==> src/rtl/arqs_pkg.sv <==
// ----------------------------------------------------------------------------
// arqs_pkg
// Types and codes shared by the run-queue scheduler modules.
// ----------------------------------------------------------------------------
package arqs_pkg;

  localparam logic [2:0] OP_CREATE   = 3'd0;
  localparam logic [2:0] OP_ENQUEUE  = 3'd1;
  localparam logic [2:0] OP_UNBLOCK  = 3'd2;
  localparam logic [2:0] OP_BLOCK    = 3'd3;
  localparam logic [2:0] OP_DEQUEUE  = 3'd4;
  localparam logic [2:0] OP_KILL     = 3'd5;
  localparam logic [2:0] OP_SCHEDULE = 3'd6;
  localparam logic [2:0] OP_UNUSED   = 3'd7;

  localparam logic [2:0] ST_FREE     = 3'd0;
  localparam logic [2:0] ST_DEQUEUED = 3'd1;
  localparam logic [2:0] ST_READY    = 3'd2;
  localparam logic [2:0] ST_RUNNING  = 3'd3;
  localparam logic [2:0] ST_BLOCKED  = 3'd4;
  localparam logic [2:0] ST_KILLED   = 3'd5;

  localparam logic [3:0] AFF_ANY = 4'hF;

  typedef struct packed {
    logic [2:0]        operation;
    logic [5:0]        thread_slot;
    logic signed [3:0] affinity;
    logic [2:0]        cpu_index;
    logic              current_valid;
  } in_t;

  typedef struct packed {
    logic       picked_valid;
    logic [5:0] picked_slot;
    logic       outcome;
  } out_t;

  typedef struct packed {
    logic [2:0] status;
    logic       queued;
    logic [3:0] affinity;
  } slot_ent_t;

  localparam slot_ent_t SLOT_RESET = '{status: ST_FREE, queued: 1'b0, affinity: AFF_ANY};

endpackage

==> src/rtl/arqs_slot_table.sv <==
// ----------------------------------------------------------------------------
// arqs_slot_table
// Per-slot status, queued mark and affinity; one registered read and one
// write per cycle, with a valid bit per entry standing in for the reset value.
// ----------------------------------------------------------------------------
module arqs_slot_table #(
  parameter int THREAD_SLOTS = 64
) (
  input  logic                            clk_i,
  input  logic                            rst_ni,
  input  logic                            rd_en_i,
  input  logic [$clog2(THREAD_SLOTS)-1:0] rd_addr_i,
  output arqs_pkg::slot_ent_t             rd_data_o,
  input  logic                            wr_en_i,
  input  logic [$clog2(THREAD_SLOTS)-1:0] wr_addr_i,
  input  arqs_pkg::slot_ent_t             wr_data_i
);

  arqs_pkg::slot_ent_t     mem_q [THREAD_SLOTS];
  logic [THREAD_SLOTS-1:0] valid_q;
  arqs_pkg::slot_ent_t     rdata_q;
  logic                    rvalid_q;

  always_ff @(posedge clk_i) begin
    if (wr_en_i) begin
      mem_q[wr_addr_i] <= wr_data_i;
    end
    if (rd_en_i) begin
      rdata_q <= mem_q[rd_addr_i];
    end
  end

  always_ff @(posedge clk_i or negedge rst_ni) begin
    if (!rst_ni) begin
      valid_q  <= '0;
      rvalid_q <= 1'b0;
    end else begin
      if (wr_en_i) begin
        valid_q[wr_addr_i] <= 1'b1;
      end
      if (rd_en_i) begin
        rvalid_q <= valid_q[rd_addr_i];
      end
    end
  end

  assign rd_data_o = rvalid_q ? rdata_q : arqs_pkg::SLOT_RESET;

endmodule

==> src/rtl/affinity_run_queue_scheduler.sv <==
// ----------------------------------------------------------------------------
// affinity_run_queue_scheduler
// Active/expired run-queue thread scheduler over a fixed table of slots.
// ----------------------------------------------------------------------------
// Non-schedule operations: slot read in S_OP, result in S_DONE (an unused code or
// out-of-range slot goes straight to S_DONE). Schedule: S_QRD, S_QWT, S_EVAL per
// active-queue entry scanned (S_QRD, S_QWT only after the pick), then S_FIN, S_CEV
// for a valid current slot, S_DONE; reads walked by one sequencer. One item at a time.
// Reset: all slots free, both queues empty, queue A active; no clearing pass.
module affinity_run_queue_scheduler #(
  parameter int THREAD_SLOTS = 64,
  parameter int CPU_COUNT    = 8
) (
  input  logic           clk_i,
  input  logic           rst_ni,
  input  logic           in_valid_i,
  output logic           in_stall_o,
  input  arqs_pkg::in_t  in_data_i,
  output logic           out_valid_o,
  input  logic           out_stall_i,
  output arqs_pkg::out_t out_data_o
);

  localparam int SW = $clog2(THREAD_SLOTS);
  localparam int CW = $clog2(THREAD_SLOTS + 1);

  localparam logic [3:0] S_IDLE = 4'd0;
  localparam logic [3:0] S_OP   = 4'd1;
  localparam logic [3:0] S_QRD  = 4'd2;
  localparam logic [3:0] S_QWT  = 4'd3;
  localparam logic [3:0] S_EVAL = 4'd4;
  localparam logic [3:0] S_FIN  = 4'd5;
  localparam logic [3:0] S_CEV  = 4'd6;
  localparam logic [3:0] S_DONE = 4'd7;

  function automatic logic [SW-1:0] wrap_add(logic [SW-1:0] base, logic [CW-1:0] ofs);
    int sum;
    sum = int'(base) + int'(ofs);
    if (sum >= THREAD_SLOTS) begin
      sum = sum - THREAD_SLOTS;
    end
    return SW'(sum);
  endfunction

  logic [3:0]        state_q, state_d;
  arqs_pkg::in_t     req_q, req_d;
  logic [SW-1:0]     r_q, r_d, w_q, w_d;
  logic [CW-1:0]     k_q, k_d;
  logic              found_q, found_d;
  logic [SW-1:0]     ps_q, ps_d;
  logic              oc_q, oc_d;
  logic [SW-1:0]     head_a_q, head_a_d, head_b_q, head_b_d;
  logic [CW-1:0]     cnt_a_q, cnt_a_d, cnt_b_q, cnt_b_d;
  logic              a_act_q, a_act_d;
  logic              out_valid_q, out_valid_d;
  arqs_pkg::out_t    out_q, out_d;

  logic [SW-1:0]     qa_mem [THREAD_SLOTS];
  logic [SW-1:0]     qb_mem [THREAD_SLOTS];
  logic [SW-1:0]     qa_rdata_q, qb_rdata_q;
  logic              q_re;
  logic [SW-1:0]     q_raddr;
  logic              qa_we, qb_we;
  logic [SW-1:0]     qa_waddr, qb_waddr, qa_wdata, qb_wdata;

  logic                sl_re, sl_we;
  logic [SW-1:0]       sl_raddr, sl_waddr;
  arqs_pkg::slot_ent_t sl_rdata, sl_wdata;

  logic              push_en;
  logic [SW-1:0]     push_slot;
  logic              keep_en;
  logic [SW-1:0]     keep_slot;
  logic              advance;

  logic [CW-1:0]     act_cnt, exp_cnt, new_cnt;
  logic [SW-1:0]     act_head, exp_head, exp_head_new;
  logic [SW-1:0]     q_t, s_idx;
  logic              s_ok, fit;
  logic [2:0]        st_next;

  assign act_cnt  = a_act_q ? cnt_a_q : cnt_b_q;
  assign exp_cnt  = a_act_q ? cnt_b_q : cnt_a_q;
  assign act_head = a_act_q ? head_a_q : head_b_q;
  assign exp_head = a_act_q ? head_b_q : head_a_q;
  assign exp_head_new = (exp_head == '0) ? SW'(THREAD_SLOTS - 1) : exp_head - SW'(1);
  assign q_t      = a_act_q ? qa_rdata_q : qb_rdata_q;
  assign s_idx    = SW'(req_q.thread_slot);
  assign s_ok     = int'(req_q.thread_slot) < THREAD_SLOTS;
  assign fit      = sl_rdata.affinity[3] ||
                    ((int'(req_q.cpu_index) < CPU_COUNT) &&
                     (sl_rdata.affinity[2:0] == req_q.cpu_index));
  assign st_next  = (sl_rdata.status == arqs_pkg::ST_RUNNING) ? arqs_pkg::ST_READY
                                                              : sl_rdata.status;

  arqs_slot_table #(
    .THREAD_SLOTS(THREAD_SLOTS)
  ) u_slot_table (
    .clk_i     (clk_i),
    .rst_ni    (rst_ni),
    .rd_en_i   (sl_re),
    .rd_addr_i (sl_raddr),
    .rd_data_o (sl_rdata),
    .wr_en_i   (sl_we),
    .wr_addr_i (sl_waddr),
    .wr_data_i (sl_wdata)
  );

  always_ff @(posedge clk_i) begin
    if (qa_we) begin
      qa_mem[qa_waddr] <= qa_wdata;
    end
    if (qb_we) begin
      qb_mem[qb_waddr] <= qb_wdata;
    end
    if (q_re) begin
      qa_rdata_q <= qa_mem[q_raddr];
      qb_rdata_q <= qb_mem[q_raddr];
    end
  end

  always_comb begin
    state_d     = state_q;
    req_d       = req_q;
    r_d         = r_q;
    w_d         = w_q;
    k_d         = k_q;
    found_d     = found_q;
    ps_d        = ps_q;
    oc_d        = oc_q;
    head_a_d    = head_a_q;
    head_b_d    = head_b_q;
    cnt_a_d     = cnt_a_q;
    cnt_b_d     = cnt_b_q;
    a_act_d     = a_act_q;
    out_valid_d = out_valid_q && out_stall_i;
    out_d       = out_q;
    q_re        = 1'b0;
    q_raddr     = wrap_add(act_head, CW'(r_q));
    sl_re       = 1'b0;
    sl_raddr    = s_idx;
    sl_we       = 1'b0;
    sl_waddr    = s_idx;
    sl_wdata    = sl_rdata;
    push_en     = 1'b0;
    push_slot   = s_idx;
    keep_en     = 1'b0;
    keep_slot   = q_t;
    advance     = 1'b0;
    new_cnt     = '0;

    case (state_q)
      S_IDLE: begin
        if (in_valid_i) begin
          req_d   = in_data_i;
          found_d = 1'b0;
          ps_d    = '0;
          oc_d    = 1'b0;
          if (in_data_i.operation == arqs_pkg::OP_SCHEDULE) begin
            new_cnt = act_cnt;
            if (act_cnt == '0) begin
              a_act_d = !a_act_q;
              new_cnt = exp_cnt;
            end
            r_d = SW'(new_cnt - CW'(1));
            w_d = SW'(new_cnt - CW'(1));
            k_d = '0;
            state_d = (new_cnt == '0) ? S_FIN : S_QRD;
          end else if (in_data_i.operation == arqs_pkg::OP_UNUSED ||
                       int'(in_data_i.thread_slot) >= THREAD_SLOTS) begin
            oc_d    = 1'b1;
            state_d = S_DONE;
          end else begin
            sl_re    = 1'b1;
            sl_raddr = SW'(in_data_i.thread_slot);
            state_d  = S_OP;
          end
        end
      end
      S_OP: begin
        sl_waddr = s_idx;
        state_d  = S_DONE;
        if (req_q.operation == arqs_pkg::OP_CREATE) begin
          if (sl_rdata.status == arqs_pkg::ST_FREE) begin
            sl_we    = 1'b1;
            sl_wdata = '{status: arqs_pkg::ST_DEQUEUED, queued: 1'b0,
                         affinity: $unsigned(req_q.affinity)};
          end else begin
            oc_d = 1'b1;
          end
        end else if (sl_rdata.status == arqs_pkg::ST_FREE) begin
          oc_d = 1'b1;
        end else begin
          case (req_q.operation)
            arqs_pkg::OP_ENQUEUE: begin
              if (sl_rdata.queued) begin
                oc_d = 1'b1;
              end else begin
                sl_we    = 1'b1;
                sl_wdata = '{status: arqs_pkg::ST_READY, queued: 1'b1,
                             affinity: sl_rdata.affinity};
                push_en  = 1'b1;
              end
            end
            arqs_pkg::OP_UNBLOCK: begin
              if (sl_rdata.status != arqs_pkg::ST_BLOCKED) begin
                oc_d = 1'b1;
              end else begin
                sl_we    = 1'b1;
                sl_wdata = '{status: arqs_pkg::ST_READY, queued: 1'b1,
                             affinity: sl_rdata.affinity};
                push_en  = !sl_rdata.queued;
              end
            end
            arqs_pkg::OP_BLOCK: begin
              sl_we           = 1'b1;
              sl_wdata.status = arqs_pkg::ST_BLOCKED;
            end
            arqs_pkg::OP_DEQUEUE: begin
              sl_we           = 1'b1;
              sl_wdata.status = arqs_pkg::ST_DEQUEUED;
            end
            arqs_pkg::OP_KILL: begin
              sl_we           = 1'b1;
              sl_wdata.status = arqs_pkg::ST_KILLED;
            end
            default: begin
              oc_d = 1'b1;
            end
          endcase
        end
      end
      S_QRD: begin
        q_re    = 1'b1;
        state_d = S_QWT;
      end
      S_QWT: begin
        if (found_q) begin
          keep_en = 1'b1;
          advance = 1'b1;
        end else begin
          sl_re    = 1'b1;
          sl_raddr = q_t;
          state_d  = S_EVAL;
        end
      end
      S_EVAL: begin
        advance  = 1'b1;
        sl_waddr = q_t;
        if (!fit) begin
          keep_en = 1'b1;
        end else begin
          k_d   = k_q + CW'(1);
          sl_we = 1'b1;
          if (sl_rdata.status == arqs_pkg::ST_KILLED) begin
            sl_wdata = arqs_pkg::SLOT_RESET;
          end else if (sl_rdata.status == arqs_pkg::ST_READY) begin
            found_d  = 1'b1;
            ps_d     = q_t;
            sl_wdata = '{status: arqs_pkg::ST_RUNNING, queued: 1'b0,
                         affinity: sl_rdata.affinity};
          end else begin
            sl_wdata  = '{status: st_next, queued: 1'b1, affinity: sl_rdata.affinity};
            push_en   = 1'b1;
            push_slot = q_t;
          end
        end
      end
      S_FIN: begin
        if (a_act_q) begin
          head_a_d = wrap_add(head_a_q, k_q);
          cnt_a_d  = cnt_a_q - k_q;
        end else begin
          head_b_d = wrap_add(head_b_q, k_q);
          cnt_b_d  = cnt_b_q - k_q;
        end
        if (req_q.current_valid && s_ok) begin
          sl_re   = 1'b1;
          state_d = S_CEV;
        end else begin
          state_d = S_DONE;
        end
      end
      S_CEV: begin
        state_d = S_DONE;
        if (sl_rdata.status == arqs_pkg::ST_KILLED) begin
          if (!sl_rdata.queued) begin
            sl_we    = 1'b1;
            sl_wdata = arqs_pkg::SLOT_RESET;
          end
        end else if (sl_rdata.status != arqs_pkg::ST_FREE) begin
          sl_we    = 1'b1;
          sl_wdata = '{status: st_next, queued: 1'b1, affinity: sl_rdata.affinity};
          push_en  = !sl_rdata.queued;
        end
      end
      S_DONE: begin
        if (!out_valid_q || !out_stall_i) begin
          out_valid_d        = 1'b1;
          out_d.picked_valid = found_q;
          out_d.picked_slot  = found_q ? 6'(ps_q) : 6'd0;
          out_d.outcome      = oc_q;
          state_d            = S_IDLE;
        end
      end
      default: begin
        state_d = S_IDLE;
      end
    endcase

    if (advance) begin
      if (r_q == '0) begin
        state_d = S_FIN;
      end else begin
        r_d     = r_q - SW'(1);
        state_d = S_QRD;
      end
    end

    qa_we    = 1'b0;
    qb_we    = 1'b0;
    qa_waddr = wrap_add(act_head, CW'(w_q));
    qb_waddr = wrap_add(act_head, CW'(w_q));
    qa_wdata = keep_slot;
    qb_wdata = keep_slot;

    if (keep_en) begin
      w_d = w_q - SW'(1);
      if (a_act_q) begin
        qa_we = 1'b1;
      end else begin
        qb_we = 1'b1;
      end
    end

    if (push_en && (int'(exp_cnt) < THREAD_SLOTS)) begin
      if (a_act_q) begin
        qb_we    = 1'b1;
        qb_waddr = exp_head_new;
        qb_wdata = push_slot;
        head_b_d = exp_head_new;
        cnt_b_d  = cnt_b_q + CW'(1);
      end else begin
        qa_we    = 1'b1;
        qa_waddr = exp_head_new;
        qa_wdata = push_slot;
        head_a_d = exp_head_new;
        cnt_a_d  = cnt_a_q + CW'(1);
      end
    end
  end

  always_ff @(posedge clk_i or negedge rst_ni) begin
    if (!rst_ni) begin
      state_q     <= S_IDLE;
      found_q     <= 1'b0;
      oc_q        <= 1'b0;
      head_a_q    <= '0;
      head_b_q    <= '0;
      cnt_a_q     <= '0;
      cnt_b_q     <= '0;
      a_act_q     <= 1'b1;
      out_valid_q <= 1'b0;
      r_q         <= '0;
      w_q         <= '0;
      k_q         <= '0;
    end else begin
      state_q     <= state_d;
      found_q     <= found_d;
      oc_q        <= oc_d;
      head_a_q    <= head_a_d;
      head_b_q    <= head_b_d;
      cnt_a_q     <= cnt_a_d;
      cnt_b_q     <= cnt_b_d;
      a_act_q     <= a_act_d;
      out_valid_q <= out_valid_d;
      r_q         <= r_d;
      w_q         <= w_d;
      k_q         <= k_d;
    end
  end

  always_ff @(posedge clk_i) begin
    req_q <= req_d;
    ps_q  <= ps_d;
    out_q <= out_d;
  end

  assign in_stall_o  = (state_q != S_IDLE);
  assign out_valid_o = out_valid_q;
  assign out_data_o  = out_q;

  a_queue_total: assert property (@(posedge clk_i) disable iff (!rst_ni)
    (int'(cnt_a_q) <= THREAD_SLOTS) && (int'(cnt_b_q) <= THREAD_SLOTS))
    else $error("queue holds more entries than slots");

  a_accept_busy: assert property (@(posedge clk_i) disable iff (!rst_ni)
    in_valid_i && !in_stall_o |=> state_q != S_IDLE)
    else $error("accepted item left sequencer idle");

  a_remove_bound: assert property (@(posedge clk_i) disable iff (!rst_ni)
    state_q == S_FIN |-> k_q <= act_cnt)
    else $error("removed more entries than active queue held");

  a_pick_ends_match: assert property (@(posedge clk_i) disable iff (!rst_ni)
    state_q == S_EVAL |-> !found_q)
    else $error("entry evaluated after a pick");

endmodule

==> config.mk <==
export PLATFORM = sky130hd
export DESIGN_NAME = affinity_run_queue_scheduler
export DESIGN_NICKNAME = d
export VERILOG_FILES = /design/src/rtl/arqs_pkg.sv /design/src/rtl/arqs_slot_table.sv /design/src/rtl/affinity_run_queue_scheduler.sv
export SDC_FILE = /design/constraint.sdc
export NUM_CORES = 2
export LEC_CHECK = 0
export BUFFER_PORTS_ARGS = -buffer_cell sky130_fd_sc_hd__buf_2
export CORE_ASPECT_RATIO = 0.5
export CORE_MARGIN = 2
export CORE_UTILIZATION = 30
export CTS_BUF_LIST = sky130_fd_sc_hd__clkbuf_4
export CTS_CLUSTER_SIZE = 16
export DETAILED_ROUTE_END_ITERATION = 7
export PLACE_DENSITY = 0.52
export REMOVE_ABC_BUFFERS = 1
export SLEW_MARGIN = 30
export SYNTH_ARGS = -nofsm -noshare
export SYNTH_HDL_FRONTEND = slang
export SYNTH_SLANG_ARGS = --single-unit
==> constraint.sdc <==
create_clock -name clk_i -period 6.5 [get_ports clk_i]
set_clock_uncertainty 0.1 [all_clocks]
set_input_delay 0.325 -clock clk_i [delete_from_list [all_inputs] [get_ports clk_i]]
set_output_delay 0.325 -clock clk_i [all_outputs]
set_load 0.005 [all_outputs]
### Yosys cells after proc, flatten, opt, wreduce, memory -nomap -nowiden

Memory sizes are Yosys's and may differ from the RTL's. A register that Yosys moved wholly into a read port is not among the register bits.
Index checks and enable logic that the tools add are counted.

| word-level totals | value |
|---|---|
| input port bits | 21 |
| bits in writable memories | 1280 |
| output and inout port bits | 10 |
| flip-flop bits (word level) | 149 |
| memories kept | 3 |

Memories:

| memory | words | width | rd ports | clocked after memory_dff | write ports | line | RTL |
|---|---|---|---|---|---|---|---|
| u_slot_table.mem_q | 64 | 8 | 1 | 1 | 1 | arqs_slot_table.sv:19 | `arqs_pkg::slot_ent_t mem_q [THREAD_SLOTS];` |
| qa_mem | 64 | 6 | 1 | 1 | 1 | affinity_run_queue_scheduler.sv:58 | `logic [SW-1:0] qa_mem [THREAD_SLOTS];` |
| qb_mem | 64 | 6 | 1 | 1 | 1 | affinity_run_queue_scheduler.sv:59 | `logic [SW-1:0] qb_mem [THREAD_SLOTS];` |

| cells by class | value |
|---|---|
| magnitude comparators | 8 |
| muxes and demuxes | 158 |
| add/sub/neg operators | 17 |
| reduce and logical (&&, ||, !) cells | 33 |
| equal/unequal tests | 32 |
| bitwise logic cells | 1 |

Operators by type and width:

| operator | number |
|---|---|
| $mux 6 | 46 |
| $mux 7 | 17 |
| $mux 8 | 12 |
| $or 64x64->64 | 1 |
| $mux 1 | 55 |
| $sub 6x1->6 const B | 8 |
| $pmux 4 s7 | 1 |
| $pmux 6 s2 | 2 |
| $pmux 8 s3 | 1 |
| $add 7x1->7 const B | 3 |
| $add 6x7->8 | 2 |
| $eq 4x3->1 const B | 4 |
| $ge 8x7->1 const B | 2 |
| $mux 4 | 4 |
| $eq 3x3->1 const B | 5 |
| $mux 3 | 5 |
| $ne 3x3->1 const B | 5 |
| $pmux 1 s3 | 5 |
| $pmux 3 s5 | 1 |
| $add 6x6->7 | 2 |
| $ge 7x7->1 const B | 2 |
| $logic_not 7->1 | 2 |
| $lt 6x7->1 const B | 2 |
| $pmux 7 s2 | 1 |
| 31 further kinds | 61 |

### Depth between registers and ports, before layout

| depth | value |
|---|---|
| word-level depth | 12 |
| gate-level depth with buffers | 16 |
| depth with buffers taken out | 11 |

### Cells and area by module

From an unflattened synthesis, not the netlist that was laid out.

| unflattened totals | value |
|---|---|
| cell total of the unflattened synthesis | 3223 |
| area total of the unflattened synthesis | 60301.6 sq um |

By module, submodules not included:

| module | area an instance (sq um) | seq. area each (sq um) | cells an instance | times used |
|---|---|---|---|---|
| affinity_run_queue_scheduler | 37586.0 | 25655.9 | 2177 | 1 |
| arqs_slot_table | 22715.5 | 17241.5 | 1046 | 1 |

### Worst setup path after synthesis

Ideal clock, no wire load.

| path | value |
|---|---|
| path kind | register -> register |
| start point | reg u_slot_table.rvalid_q |
| end point | mem u_slot_table.mem_q[0][2] (netlist name) (data pin) |
| stages on the path, launching flop included | 9 |
| period minus slack after synthesis | 5.307 ns |
| buffers on the path | 1 |
| arrival time | 4.505 ns |
| slack | 1.193 ns |
| required time | 5.698 ns |
| path through | dfrtp_1 buf_6 inv_4 or4_4 a21oi_4 o21ai_1 or3_1 nor3b_1 o21ai_0 |

RTL lines:

| item | line | RTL |
|---|---|---|
| start, declared | arqs_slot_table.sv:22 | `logic rvalid_q;` |
| start signal, assigned | arqs_slot_table.sv:42 | `rvalid_q <= valid_q[rd_addr_i];` |
| end, declared | arqs_slot_table.sv:19 |  |

### Worst setup path after layout

| path | value |
|---|---|
| start point | reg a_act_q |
| end point | reg qb_rdata_q[0], read port of qb_mem (data pin) |

| on the way | value |
|---|---|
| word-level cells in the longest chain between the ends | 4 |

Ends and longest elaborated chain:

| item | line | RTL |
|---|---|---|
| start, declared | affinity_run_queue_scheduler.sv:54 | `logic a_act_q, a_act_d;` |
| start signal, assigned | affinity_run_queue_scheduler.sv:375 | `a_act_q <= a_act_d;` |
| $mux 6 * | affinity_run_queue_scheduler.sv:84 | `assign act_head = a_act_q ? head_a_q : head_b_q;` |
| $add 6x6->7 * | affinity_run_queue_scheduler.sv:38 | `sum = int'(base) + int'(ofs);` |
| $sub 6x1->6 / $ge 7x7->1 (equally long branches) | affinity_run_queue_scheduler.sv:40, affinity_run_queue_scheduler.sv:39 |  |
| $mux 6 * | affinity_run_queue_scheduler.sv:39 | `if (sum >= THREAD_SLOTS) begin` |
| end, declared | affinity_run_queue_scheduler.sv:60 | `logic [SW-1:0] qa_rdata_q, qb_rdata_q;` |

Mark *: on every way between the ends. The rest lies on a longest branch, timed or not.
A chain may end at the register's enable or synchronous reset.

==> results.tsv <==
metric	value	unit
status	finished, final reports clean	
cp_common_cell	mux4_2	
switchingPower	16400	uW
worst-path-buf-inv	1	
finalCritPeriodShare	80.6	%
io_pins	31	
syn_area	0.0614	mm^2
clkPwrFrac	18.7	%
p_leak	0.0227	uW
rrSetupSlack	1260	ps
num_vias	36218	
synth_cell_type_count	95	
power_density	563	mW/mm^2
syn_inst	3837	
clock_latency	1160	ps
seq_power_share	32.6	%
drv_slew	0	
cpPeakStageDelay	1220	ps
synth_top_area_share	65.1	%
fin_nets	4174	
total_power	39700	uW
setup_viol	0	
fmax	191	MHz
hold_viol	0	
finalWirelength	164	mm
switching_share	41.3	%
peakVddDrop	0.000656	V
grt.total_usage	15.4	%
grt_antenna_before_repair	5	
startpoint	a_act_q$_DFFE_PN1P_	
initial_core_util	30.2	%
core_area	0.203	mm^2
tightest_slew	1000	ps
die_area	0.209	mm^2
pwr-share-comb	48.8	%
cts_tree	yes	
portBuffers	30	
synth-seq-cells	1448	
clock-root-buffer	clkbuf_4	
std_cell_rows	117	
drive_above_1_share	25.4	%
wl_per_cell	23.1	um
ys_async_sr_fraction	8.08	%
areaGrowthSynthToFinish	14.7	%
cts.clk_slew.worst_paths	70	ps
routed_via_density	5.11	
grt_max_degree	97	
crit_required	7230	ps
antenna_left	0	
rr_worst_depth	8	
max_cap_viol_count	0	
yosysTopAreaCell	edfxtp_1	
internal_power	23300	uW
crit_end	qb_rdata_q[0]$_DFFE_PP_	
crit_family	adder cells	
postCtsSetupBuffers	0	
crit_type	reg2reg	
cp_slowest_cell	fa_4	
synthTopCellsByArea	edfxtp_1 65%, mux4_2 8.8%, dfrtp_1 4.7%	
drt_iter0_markers	3183	
grt_pass1_vias	36688	
dr.pass1.iters	6	
dp_hpwl	99.5	mm
cts_resized	0	
reg2reg_to	qb_rdata_q[0]$_DFFE_PP_	
gp_congestion	0.840	
yosysSeqAreaShare	69.9	%
hold_class	in2reg	
worstSetupPathDepth	8	
crit_chain	mux2_2 > ha_4 > fa_4 > buf_4 > mux4_2 > mux4_2 > a211oi_1 > a21oi_1	
synth-main-ff-cell	edfxtp_1	
grt_first_pass_wirelength	243	mm
crit_fanout	32	
yosysWarningCount	0	
numClockSinks	1448	
drc	0	
endpoint_kind	register	
r2r_start	a_act_q$_DFFE_PN1P_	
fin_tns_setup	0	ps
cts.path.max_buffers	4	
fin_crit	5240	ps
hold_buffers	41	
synth_edf_count	1331	
grt_overflow	0	
slew_headroom	33.1	%
syn_area_per_cell	16.0	um^2
cts_buffers	353	
htree_levels	5	
fp.dieW	644	um
chipHeight	324	um
critical_path_arrival	5970	ps
rsz0062_at_grt	no	
start_kind	register	
## worst reg2reg max path, cell delays in order (launching register included)
cell and delay (ps):
dfstp_2 810, mux2_2 430, ha_4 180, fa_4 1220
buf_4 530, mux4_2 420, mux4_2 490, a211oi_1 650
a21oi_1 110
## cell families after synthesis
kind of cell	synth area share [%]
XOR/XNOR	0.685
buffers and inverters	2.30
AO/OA/AOI/OAI	7.33
multiplexers	10.7
adder cells (fa/ha/maj)	1.07
AND/OR/NAND/NOR	8.06
flip-flops	69.9
## cell type report
class / count / area (um^2)
Inverter: 43 / 164
Clock inverter: 100 / 593
Clock buffer: 491 / 3690
Fill cell: 19500 / 133000
Sequential cell: 1448 / 42900
Multi-Input combinational cell: 2086 / 18000
Tap cell: 2737 / 3420
Antenna cell: 4 / 10.0
Timing Repair Buffer: 173 / 1660
## power by group through the flow
stage / Combinational (uW) / Clock [uW] / Sequential (uW)
2_1_floorplan: 11000 / 0 / 13000
3_3_place_gp: 18600 / 0 / 13100
3_5_place_dp: 19000 / 0 / 13100
4_1_cts: 19100 / 7620 / 12900
5_1_grt: 20700 / 8070 / 13000
6_report: 19300 / 7410 / 12900
## state kept, by name, indices dropped and copies added, names as in the netlist
name and cells:
u_slot_table.rvalid_q 1, oc_q 1, qb_rdata_q 6, cnt_b_q 7, out_data_o 8, u_slot_table.mem_q 512, u_slot_table.rdata_q 8, req_q 11
r_q 6, cnt_a_q 7, qa_mem 384, a_act_q 1, w_q 6, qa_rdata_q 6, out_valid_o 1, head_b_q 6
ps_q 6, u_slot_table.valid_q 64, qb_mem 384, head_a_q 6, k_q 7, state_q 3, found_q 1, s_idx 6
## Yosys cell counts, types with 7 or more instances
library cell and instances:
nor3_1 189, nand2_1 394, and3_1 122, ha_1 42, a21o_1 11, edfxtp_1 1331
mux4_2 240, nor2_1 162, a311oi_1 137, buf_6 11, or3_1 11, clkbuf_1 134
o21bai_1 69, buf_1 13, mux2_2 20, nand2b_1 10, mux2i_1 53, xnor2_1 31
nor4_1 20, and2_1 13, a211o_1 10, inv_1 41, nor2b_1 28, buf_2 77
o21ai_0 45, buf_4 25, nand3_1 70, a21oi_1 93, a21boi_0 11, mux2i_4 16
a211oi_1 145, o31ai_1 7, dfrtp_1 116, xor2_1 17
## per-layer routing
| metal | track usage [%] | part of all wire (%) | up-vias |
|---|---|---|---|
| met5 | 0 | 0 | - |
| met4 | 4.42 | 2.0 | 0 |
| met3 | 2.79 | 5.9 | 237 |
| met2 | 25.2 | 48 | 1195 |
| met1 | 21.0 | 44 | 18728 |
| li1 | - | - | 16058 |
## worst min-delay path by stage
stage                     slack [ps]  depth (start not counted)     startpoint                     end
after floorplan                  -70                          0         rst_ni    cnt_a_q[0]$_DFF_PN0_
after global placement           260                          1         rst_ni      k_q[6]$_DFFE_PN0P_
after detailed placement         270                          1         rst_ni      k_q[5]$_DFFE_PN0P_
after CTS                          4                          4  in_data_i[14]      k_q[4]$_DFFE_PN0P_
after global routing              60                          4  in_data_i[14]  state_q[0]$_DFFE_PN0P_
final                            140                          4  in_data_i[14]      k_q[4]$_DFFE_PN0P_
## cell usage in the layout, fill, tap and decap left out, types with 41 or more instances in the layout
cell type | synthesis | layout
nand2_1 | 394 | 390
nor2_1 | 162 | 162
mux4_2 | 240 | 240
clkbuf_4 | 0 | 491
a211oi_1 | 145 | 143
inv_1 | 41 | 41
a21oi_1 | 93 | 87
edfxtp_1 | 1331 | 1331
clkinv_1 | 0 | 70
buf_4 | 25 | 77
nor3_2 | 0 | 98
dfrtp_1 | 116 | 116
a311oi_1 | 137 | 137
mux2i_1 | 53 | 48
o21bai_1 | 69 | 69
and3_1 | 122 | 122
nor3_1 | 189 | 91
nand3_1 | 70 | 70
ha_1 | 42 | 41
## per-stage QoR
| step | hold WS, ps | cell area [um^2] | utilization [%] | setup slack (ps) | instances |
|---|---|---|---|---|---|
| after floorplan | -70.6 | 60200 | - | -4140 | 3577 |
| after global placement | 255 | 64900 | 31.9 | 1230 | 6431 |
| after detailed placement | 266 | 65200 | 32.0 | 1200 | 6438 |
| after CTS | 3.89 | 69900 | 34.3 | 1210 | 7070 |
| after global routing | 58.1 | 70400 | 34.6 | 1110 | 7082 |
| final | 136 | 70400 | 34.6 | 1260 | 7082 |
Note: power is estimated with default switching activity, not from simulation.
